## config.mk

```make
export PLATFORM = sky130hd
export DESIGN_NAME = centered_moving_average
export DESIGN_NICKNAME = d
export VERILOG_FILES = /design/src/rtl/cma_pkg.sv /design/src/rtl/cma_front.sv /design/src/rtl/cma_back.sv /design/src/rtl/cma_scale.sv /design/src/rtl/centered_moving_average.sv
export SDC_FILE = /design/constraint.sdc
export NUM_CORES = 2
export LEC_CHECK = 0
export BUFFER_PORTS_ARGS = -buffer_cell sky130_fd_sc_hd__buf_2
export CAP_MARGIN = 10
export CORE_MARGIN = 2
export CORE_UTILIZATION = 66
export DETAILED_ROUTE_END_ITERATION = 12
export PLACE_DENSITY = 0.83
export SYNTH_ARGS = -nofsm -noshare
export SYNTH_HDL_FRONTEND = slang
export SYNTH_SLANG_ARGS = --single-unit
```

## constraint.sdc

```tcl
create_clock -name clk_i -period 9.7 [get_ports clk_i]
set_input_delay 1.94 -clock clk_i [delete_from_list [all_inputs] [get_ports clk_i]]
set_output_delay 1.94 -clock clk_i [all_outputs]
set_load 0.01 [all_outputs]
```

## src/rtl/cma_pkg.sv

```systemverilog
// Shared types and constants of the centered moving average filter.
package cma_pkg;

  // Field widths.
  localparam int SAMPLE_BITS   = 16;
  localparam int SUM_BITS      = SAMPLE_BITS + 5;
  localparam int HALF_BITS     = 4;
  localparam int RECIP_BITS    = 16;
  localparam int FRAC_BITS     = 16;
  localparam int CFG_IDX_BITS  = 2;
  localparam int CFG_DATA_BITS = 16;

  // Configuration register indexes.
  localparam logic [CFG_IDX_BITS-1:0] CFG_HALF_WIDTH   = 2'd0;
  localparam logic [CFG_IDX_BITS-1:0] CFG_KERNEL_RECIP = 2'd1;

  // Configuration reset values.
  localparam logic [HALF_BITS-1:0]  HALF_RESET  = 4'd1;
  localparam logic [RECIP_BITS-1:0] RECIP_RESET = 16'd21845;

  // One input item.
  typedef struct packed {
    logic signed [SAMPLE_BITS-1:0] sample;
    logic                          final_sample;
  } item_t;

  // One result item.
  typedef struct packed {
    logic signed [SAMPLE_BITS-1:0] smoothed;
    logic                          final_output;
  } result_t;

  // Window sum handed from the window unit to the scaling unit.
  typedef struct packed {
    logic                       vld;
    logic                       last;
    logic signed [SUM_BITS-1:0] sum;
  } win_t;

  // Window unit sequencer states.
  typedef enum logic [0:0] {
    BK_SAMPLE,
    BK_FLUSH
  } bk_state_e;

endpackage

```

## src/rtl/cma_front.sv

```systemverilog
// Input side: accepts samples and holds them in a short queue for the window unit.
module cma_front (
  input  logic           clk_i,
  input  logic           rst_ni,
  input  logic           in_valid_i,
  output logic           in_stall_o,
  input  cma_pkg::item_t in_data_i,
  output logic           q_vld_o,
  output cma_pkg::item_t q_item_o,
  input  logic           pop_i
);
  import cma_pkg::*;

  localparam int QDEPTH = 2;
  localparam int QPW    = $clog2(QDEPTH);

  item_t            mem_q [QDEPTH];
  logic [QPW-1:0]   wr_ptr_q, rd_ptr_q;
  logic [QPW:0]     cnt_q, cnt_d;
  logic             wr, rd;

  // Transfer in whenever the queue has room.
  assign in_stall_o = (cnt_q == (QPW+1)'(QDEPTH));
  assign wr         = in_valid_i && !in_stall_o;
  assign rd         = pop_i && q_vld_o;
  assign q_vld_o    = (cnt_q != '0);
  assign q_item_o   = mem_q[rd_ptr_q];

  always_comb begin
    cnt_d = cnt_q;
    if (wr && !rd) begin
      cnt_d = cnt_q + 1'b1;
    end else if (rd && !wr) begin
      cnt_d = cnt_q - 1'b1;
    end
  end

  // Queue pointers and fill count.
  always_ff @(posedge clk_i or negedge rst_ni) begin
    if (!rst_ni) begin
      wr_ptr_q <= '0;
      rd_ptr_q <= '0;
      cnt_q    <= '0;
    end else begin
      cnt_q <= cnt_d;
      if (wr) begin
        wr_ptr_q <= (int'(wr_ptr_q) == QDEPTH - 1) ? '0 : wr_ptr_q + 1'b1;
      end
      if (rd) begin
        rd_ptr_q <= (int'(rd_ptr_q) == QDEPTH - 1) ? '0 : rd_ptr_q + 1'b1;
      end
    end
  end

  // Queue storage.
  always_ff @(posedge clk_i) begin
    if (wr) begin
      mem_q[wr_ptr_q] <= in_data_i;
    end
  end

endmodule

```

## src/rtl/cma_back.sv

```systemverilog
// Window unit: keeps the sample line and running sum, and sequences the end-of-vector flush.
module cma_back #(
  parameter int HALF_MAX = 15
) (
  input  logic                              clk_i,
  input  logic                              rst_ni,
  input  logic                              adv_i,
  input  logic                              q_vld_i,
  input  cma_pkg::item_t                    q_item_i,
  output logic                              pop_o,
  input  logic [cma_pkg::HALF_BITS-1:0]     half_i,
  output cma_pkg::win_t                     win_o
);
  import cma_pkg::*;

  localparam int LD   = 2 * HALF_MAX + 1;
  localparam int PW   = $clog2(LD);
  localparam int SW   = $clog2(LD + 1);
  localparam int CNTW = $clog2(HALF_MAX + 1);

  typedef logic [PW:0] ptrx_t;

  bk_state_e                     state_q, state_d;
  logic [CNTW-1:0]               cnt_q, cnt_d;
  logic [PW-1:0]                 ptr_q, ptr_d;
  logic [SW-1:0]                 seen_q, seen_d;
  logic signed [SUM_BITS-1:0]    sum_q, sum_d, sum_new;
  logic signed [SAMPLE_BITS-1:0] line_q [LD];
  logic signed [SAMPLE_BITS-1:0] push_val, drop_val;
  logic                          push, last_step, emit, drop_ok;
  ptrx_t                         kern, diff;
  logic [PW-1:0]                 old_idx;
  logic                          win_vld_q, win_last_q;
  logic signed [SUM_BITS-1:0]    win_sum_q;

  // Slot that leaves the window: 2h+1 positions behind the write pointer.
  assign kern    = ptrx_t'({half_i, 1'b1});
  assign diff    = ptrx_t'({1'b0, ptr_q}) + ptrx_t'(LD) - kern;
  assign old_idx = (int'(diff) >= LD) ? PW'(diff - ptrx_t'(LD)) : PW'(diff);

  // Slots not yet written in this vector read as zero.
  assign drop_ok  = int'(seen_q) >= int'(kern);
  assign drop_val = drop_ok ? line_q[old_idx] : '0;
  assign sum_new  = sum_q + SUM_BITS'(push_val) - SUM_BITS'(drop_val);

  // An output is due once h samples precede the one being pushed.
  assign emit = int'(seen_q) >= int'(half_i);

  // Sequencer: one sample push, then h zero pushes after a final sample.
  always_comb begin
    state_d   = state_q;
    cnt_d     = cnt_q;
    push      = 1'b0;
    pop_o     = 1'b0;
    last_step = 1'b0;
    push_val  = '0;
    case (state_q)
      BK_SAMPLE: begin
        if (adv_i && q_vld_i) begin
          push     = 1'b1;
          pop_o    = 1'b1;
          push_val = q_item_i.sample;
          if (q_item_i.final_sample) begin
            state_d = BK_FLUSH;
            cnt_d   = CNTW'(1);
          end
        end
      end
      BK_FLUSH: begin
        if (adv_i) begin
          push = 1'b1;
          if (int'(cnt_q) == int'(half_i)) begin
            last_step = 1'b1;
            state_d   = BK_SAMPLE;
          end else begin
            cnt_d = cnt_q + 1'b1;
          end
        end
      end
      default: begin
        state_d = BK_SAMPLE;
      end
    endcase
  end

  // Window state after a push; the last flush step starts a fresh vector.
  always_comb begin
    sum_d  = sum_q;
    ptr_d  = ptr_q;
    seen_d = seen_q;
    if (push) begin
      if (last_step) begin
        sum_d  = '0;
        ptr_d  = '0;
        seen_d = '0;
      end else begin
        sum_d  = sum_new;
        ptr_d  = (int'(ptr_q) == LD - 1) ? '0 : ptr_q + 1'b1;
        seen_d = (int'(seen_q) == LD) ? seen_q : seen_q + 1'b1;
      end
    end
  end

  // Control and window state registers.
  always_ff @(posedge clk_i or negedge rst_ni) begin
    if (!rst_ni) begin
      state_q   <= BK_SAMPLE;
      cnt_q     <= '0;
      ptr_q     <= '0;
      seen_q    <= '0;
      sum_q     <= '0;
      win_vld_q <= 1'b0;
    end else begin
      state_q <= state_d;
      cnt_q   <= cnt_d;
      ptr_q   <= ptr_d;
      seen_q  <= seen_d;
      sum_q   <= sum_d;
      if (adv_i) begin
        win_vld_q <= push && emit;
      end
    end
  end

  // Sample line and the sum handed downstream.
  always_ff @(posedge clk_i) begin
    if (push) begin
      line_q[ptr_q] <= push_val;
    end
    if (adv_i) begin
      win_last_q <= last_step;
      win_sum_q  <= sum_new;
    end
  end

  assign win_o.vld  = win_vld_q;
  assign win_o.last = win_last_q;
  assign win_o.sum  = win_sum_q;

  // The final flush step leaves an empty window behind.
  assert property (@(posedge clk_i) disable iff (!rst_ni)
    last_step |=> (seen_q == '0) && (ptr_q == '0) && (sum_q == '0))
    else $error("window not cleared after the final flush step");

  // In the flush state the flush counter stays between 1 and h.
  assert property (@(posedge clk_i) disable iff (!rst_ni)
    (state_q == BK_FLUSH) |-> (int'(cnt_q) >= 1) && (int'(cnt_q) <= int'(half_i)))
    else $error("flush counter out of range");

  // The last push of a vector always carries an output.
  assert property (@(posedge clk_i) disable iff (!rst_ni)
    last_step |-> emit)
    else $error("final flush step without an output");

  // The sample count saturates at the line depth.
  assert property (@(posedge clk_i) disable iff (!rst_ni)
    int'(seen_q) <= LD)
    else $error("sample count beyond line depth");

endmodule

```

## src/rtl/cma_scale.sv

```systemverilog
// Scaling unit: multiplies the window sum by the reciprocal, rounds, saturates and holds the result.
module cma_scale (
  input  logic                               clk_i,
  input  logic                               rst_ni,
  input  cma_pkg::win_t                      win_i,
  input  logic [cma_pkg::RECIP_BITS-1:0]     recip_i,
  output logic                               adv_o,
  output logic                               out_valid_o,
  input  logic                               out_stall_i,
  output cma_pkg::result_t                   out_data_o
);
  import cma_pkg::*;

  localparam int PRODW = SUM_BITS + RECIP_BITS + 1;
  localparam int QW    = PRODW - FRAC_BITS;

  logic signed [PRODW-1:0]       prod_d, prod_q;
  logic                          p_vld_q, p_last_q;
  logic signed [QW-1:0]          quot;
  logic signed [SAMPLE_BITS-1:0] sat;
  logic                          ovf;
  logic                          out_vld_q;
  result_t                       out_q;

  // The whole pipeline moves unless a held result is stalled.
  assign adv_o = !out_vld_q || !out_stall_i;

  // Product plus one half, so an arithmetic shift rounds half up.
  assign prod_d = PRODW'(win_i.sum) * PRODW'($signed({1'b0, recip_i}))
                + PRODW'(1 << (FRAC_BITS - 1));

  // Saturate when the bits above the sample sign disagree.
  assign quot = prod_q[PRODW-1:FRAC_BITS];
  assign ovf  = (quot[QW-1:SAMPLE_BITS-1] != '0) && (quot[QW-1:SAMPLE_BITS-1] != '1);
  always_comb begin
    if (!ovf) begin
      sat = quot[SAMPLE_BITS-1:0];
    end else if (quot[QW-1]) begin
      sat = {1'b1, {(SAMPLE_BITS-1){1'b0}}};
    end else begin
      sat = {1'b0, {(SAMPLE_BITS-1){1'b1}}};
    end
  end

  // Valid bits of the product and output stages.
  always_ff @(posedge clk_i or negedge rst_ni) begin
    if (!rst_ni) begin
      p_vld_q   <= 1'b0;
      out_vld_q <= 1'b0;
    end else if (adv_o) begin
      p_vld_q   <= win_i.vld;
      out_vld_q <= p_vld_q;
    end
  end

  // Product and output payload.
  always_ff @(posedge clk_i) begin
    if (adv_o) begin
      prod_q             <= prod_d;
      p_last_q           <= win_i.last;
      out_q.smoothed     <= sat;
      out_q.final_output <= p_last_q;
    end
  end

  assign out_valid_o = out_vld_q;
  assign out_data_o  = out_q;

endmodule

```

## src/rtl/centered_moving_average.sv

```systemverilog
// Top level of the centered moving average filter.
// Centered boxcar filter over a streamed vector of signed 16-bit samples: output j is the
// sum of samples j-h..j+h (zero outside the vector) times the Q0.16 kernel_reciprocal,
// rounded half up and saturated. One sample is taken per cycle while in_stall_o is low; output j
// leaves once sample j+h has been taken, passing the input queue, window update, multiply and
// output register. After a sample flagged final_sample the window unit pushes h zero samples to
// flush the pending outputs, marks the last one with final_output and starts the next vector
// from an empty window; the input queue keeps taking samples meanwhile until it fills.
// half_width 0 acts as 1 and values above MAX_HALF act as MAX_HALF. Write the configuration
// only while no vector is in flight; cfg_ready_o is always high.
module centered_moving_average #(
  parameter int MAX_HALF = 15
) (
  input  logic                                clk_i,
  input  logic                                rst_ni,
  input  logic                                in_valid_i,
  output logic                                in_stall_o,
  input  cma_pkg::item_t                      in_data_i,
  output logic                                out_valid_o,
  input  logic                                out_stall_i,
  output cma_pkg::result_t                    out_data_o,
  input  logic                                cfg_valid_i,
  output logic                                cfg_ready_o,
  input  logic [cma_pkg::CFG_IDX_BITS-1:0]    cfg_index_i,
  input  logic [cma_pkg::CFG_DATA_BITS-1:0]   cfg_data_i
);
  import cma_pkg::*;

  localparam int HALF_LIM = (1 << HALF_BITS) - 1;
  localparam int HMAX     = (MAX_HALF < HALF_LIM) ? MAX_HALF : HALF_LIM;

  logic [HALF_BITS-1:0]  half_q, half_eff;
  logic [RECIP_BITS-1:0] recip_q;
  logic                  q_vld, pop, adv;
  item_t                 q_item;
  win_t                  win;

  assign cfg_ready_o = 1'b1;

  // Configuration registers; unknown indexes are dropped.
  always_ff @(posedge clk_i or negedge rst_ni) begin
    if (!rst_ni) begin
      half_q  <= HALF_RESET;
      recip_q <= RECIP_RESET;
    end else if (cfg_valid_i && cfg_ready_o) begin
      case (cfg_index_i)
        CFG_HALF_WIDTH:   half_q  <= cfg_data_i[HALF_BITS-1:0];
        CFG_KERNEL_RECIP: recip_q <= cfg_data_i[RECIP_BITS-1:0];
        default: begin
        end
      endcase
    end
  end

  // Effective half width, clamped to the supported range.
  always_comb begin
    if (half_q == '0) begin
      half_eff = HALF_BITS'(1);
    end else if (int'(half_q) > HMAX) begin
      half_eff = HALF_BITS'(HMAX);
    end else begin
      half_eff = half_q;
    end
  end

  cma_front u_front (
    .clk_i      (clk_i),
    .rst_ni     (rst_ni),
    .in_valid_i (in_valid_i),
    .in_stall_o (in_stall_o),
    .in_data_i  (in_data_i),
    .q_vld_o    (q_vld),
    .q_item_o   (q_item),
    .pop_i      (pop)
  );

  cma_back #(
    .HALF_MAX (HMAX)
  ) u_back (
    .clk_i    (clk_i),
    .rst_ni   (rst_ni),
    .adv_i    (adv),
    .q_vld_i  (q_vld),
    .q_item_i (q_item),
    .pop_o    (pop),
    .half_i   (half_eff),
    .win_o    (win)
  );

  cma_scale u_scale (
    .clk_i       (clk_i),
    .rst_ni      (rst_ni),
    .win_i       (win),
    .recip_i     (recip_q),
    .adv_o       (adv),
    .out_valid_o (out_valid_o),
    .out_stall_i (out_stall_i),
    .out_data_o  (out_data_o)
  );

endmodule
```

==> impl_results.md <==
* Period minus WS final at 8356 ps
* EDFF count, synth at 592
* Core area at 0.06013 sq mm
* CP arrival at 8710 ps
* Top cell type's share of synthesized area at 0.4450
* DR iter-0 viols at 2788
* Slowest stage delay, CP at 870 ps
* Area grow syn2layout at 8.395%
* Kind of critical path: flip-flop to flip-flop
* Compound-cell area share of the yosys netlist at 0.05854
* CTS sink count at 655
* Post-synthesis xor/xnor area fraction at 0.01463
* Adder-Cell Fraction of Synth Area at 0.2255
* Slowest CP cell: mux2_4
* Max Cap Violations at 0
* Die Y at 250.0 microns
* Via count at 26260
* Vias in the first global route at around 28000
* Synth warn at 0
* Global placement routability congestion at 0.9197
* Library cells used by synthesis at 84
* Routed WL per cell at 22.95 microns
* Initial antenna violation count at 0
* Count leader, synth: edfxtp_1
* Gr ovfl total at 0
* Syn Area/Cell at 11.87 sq um
* Worst-path clk slew at about 70 ps
* Fin. Hold Viols at 0
* Final setup fails at 0
* Slew Viols, Final at 0
* Num rows at 90
* Worst-Skew Late Latency at between 600 and 700 ps
* Simple logic cell fraction of the synthesized area at 0.1226
* GRT Total Usage at 0.3203
* Die W at roughly 250 microns
* Post-CTS Resized at 0
* HPWL Detailed at 65.13 mm
* Worst reg-to-reg setup slack at 1340 ps
* Top cell by count, worst path: inv_1
* Status: completed
* Synth Cell Area at 0.03994 sq mm
* Io pins at 60
* Total die area at 0.06251 sq mm
* Num CTS Buffers at between 60 and 70
* Peak fanout along the critical path at 64
* Async set-reset flop share out of synthesis at 0.09618
* Largest net degree at the start of global routing at 70
* First-pass DRT Iterations at 6
* Main area contributors after synthesis: edfxtp_1 (45%), fa_1 (18%), ha_1 (4.8%)
* Multiplexer share of the synthesized area at 0.03383
* Post-synthesis sequential area ratio at 0.4848
* Clock Path Buffers at 3
* Vias per cell at around 6.2
* Tcrit/Tclk final at 0.8615
* Gate Count Post-Synth at roughly 3400
* Setup crit start kind: flip-flop
* Slew @ Worst Pin at ~1200 ps
* Largest area contributor in the netlist: edfxtp_1
* Type of the worst min-delay path: flip-flop to flip-flop
* Hold bufs inserted after CTS at 0
* Share of cells above drive strength 1 at 0.08462
* DR DRC count at 0
* ANT nets after route at 0
* Drt total wl at 96.92 mm
* Worst path required time at 10050 ps
* Setup crit end kind: flip-flop
* Yosys reg bits at 655
* CTS Root Cell: clkbuf_16
* Setup TNS at 0 ps
* Layout net count at 3937
* Syn nets at 3911
* Dominant synthesized flop cell: edfxtp_1
* Worst relative slew slack at 0.1782
* RSZ-0062 raised after global routing: false
* Largest family of logic cells by synthesized area: adder cells
* Fmax at 0.1197 GHz
* PortBufs at 58
* Top post-synthesis cells by count: edfxtp_1 (592), inv_1 (463), fa_1 (355), nand2_1 (342), nor2_1 (279)
* Initial Util at 0.6643
* CTS tree: built
* Post-CTS setup buffers at 0
* Htree depth at 3
* First-pass GRT wire length at 152.4 mm
* Filler cell count at 3844
* Worst Clk Skew at between 30 and 40 ps
==> kinds of logic after synthesis <==
group,count (synthesis)
xor gates and xnor gates,65
muxes,120
buffers and inverters,616
adders and majority gates,507
and+or+nand+nor,1032
DFF,655
AOI/OAI and AO/OA,368
other,1
==> routing by layer <==
metal,GRT usage,wire length (microns),vias to the layer above
li1,-,-,11340
met1,0.3941,34370,13080
met2,0.5476,48450,1479
met3,0.06174,8999,365
met4,0.1565,5102,0
met5,0,0,-
==> path summary, 6_finish.rpt <==
path / to / depth (start not counted) / start
max: u_back.win_sum_q[20]$_DFFE_PN_ / 29 / half_q[1]$_DFFE_PN0P_
min: u_scale.p_last_q$_DFFE_PN_ / 0 / u_back.win_last_q$_DFFE_PN_
max reg2reg: u_back.win_sum_q[20]$_DFFE_PN_ / 29 / half_q[1]$_DFFE_PN0P_
min reg2reg: u_scale.p_last_q$_DFFE_PN_ / 0 / u_back.win_last_q$_DFFE_PN_
max in group asynchronous: u_back.sum_q[16]$_DFFE_PN0P_ / 2 / rst_ni
min in group asynchronous: u_back.win_vld_q$_DFFE_PN0N_ / 2 / rst_ni
==> state kept, by name, summed over array words and instances, names as in the netlist, 2 cells and up <==
register and cells:
u_back.win_sum_q 21, u_scale.prod_q 22, u_back.seen_q 5, u_back.sum_q 21, u_back.cnt_q 4, u_front.mem_q 34, u_front.cnt_q 2, half_q 4
recip_q 16, u_back.ptr_q 5, u_scale.out_data_o 17, u_back.line_q 496
==> through the flow <==
step / cell area, sq um / cells / util / hold WS, ps / worst slack (ps)
finish: 43300 / 4222 / 0.7200 / 425.0 / 1344
global placement: 41020 / 4101 / 0.6822 / 404.2 / 1764
detailed placement: 41020 / 4101 / 0.6822 / 407.4 / 1415
CTS: 43270 / 4220 / 0.7195 / 426.5 / 1355
floorplan: 39940 / 3364 / - / 400.3 / 2601
global route: 43300 / 4221 / 0.7200 / 429.2 / 757.5
==> critical path: cells and delay by family (launching register included) <==
family / cells / cell delay (ps)
AO/OA/AOI/OAI: 10 / 2300
XOR/XNOR: 3 / 640
adder cells (fa/ha/maj): 4 / 1540
buffers and inverters: 5 / 1180
flip-flops: 1 / 430
multiplexers: 2 / 1260
AND/OR/NAND/NOR: 5 / 660
==> cell type report <==
| cell class | instances | area [sq um] | area share |
|---|---|---|---|
| clock buffer | 85 | 1765 | 0.04077 |
| inverter | 464 | 1742 | 0.04023 |
| clock inverter | 34 | 478.0 | 0.01104 |
| timing repair buffer | 108 | 685.7 | 0.01584 |
| tap | 782 | 978.4 | 0.02260 |
| sequential | 655 | 19360 | 0.4472 |
| multi-input combinational | 2093 | 18280 | 0.4222 |
| antenna | 1 | 2.502 | 0.00005780 |
==> placed cells by master (no fill, tap or decap), types with 33 or more instances in the layout <==
master | synthesis | layout
nand3_1 | 51 | 51
o21ai_0 | 101 | 101
a21oi_1 | 76 | 76
edfxtp_1 | 592 | 592
mux2_2 | 36 | 36
xnor2_1 | 40 | 38
mux2i_1 | 75 | 72
dfrtp_1 | 54 | 54
nand2_1 | 342 | 341
buf_4 | 4 | 49
a31oi_1 | 41 | 39
o22ai_1 | 33 | 33
clkbuf_16 | 0 | 68
nor2_1 | 279 | 272
and2_1 | 179 | 179
or3_1 | 77 | 77
ha_1 | 152 | 152
fa_1 | 355 | 355
buf_2 | 17 | 58
inv_1 | 463 | 463
Power is not shown: default switching activity piles up to over one toggle a cycle in this logic, so the estimate is an artifact.
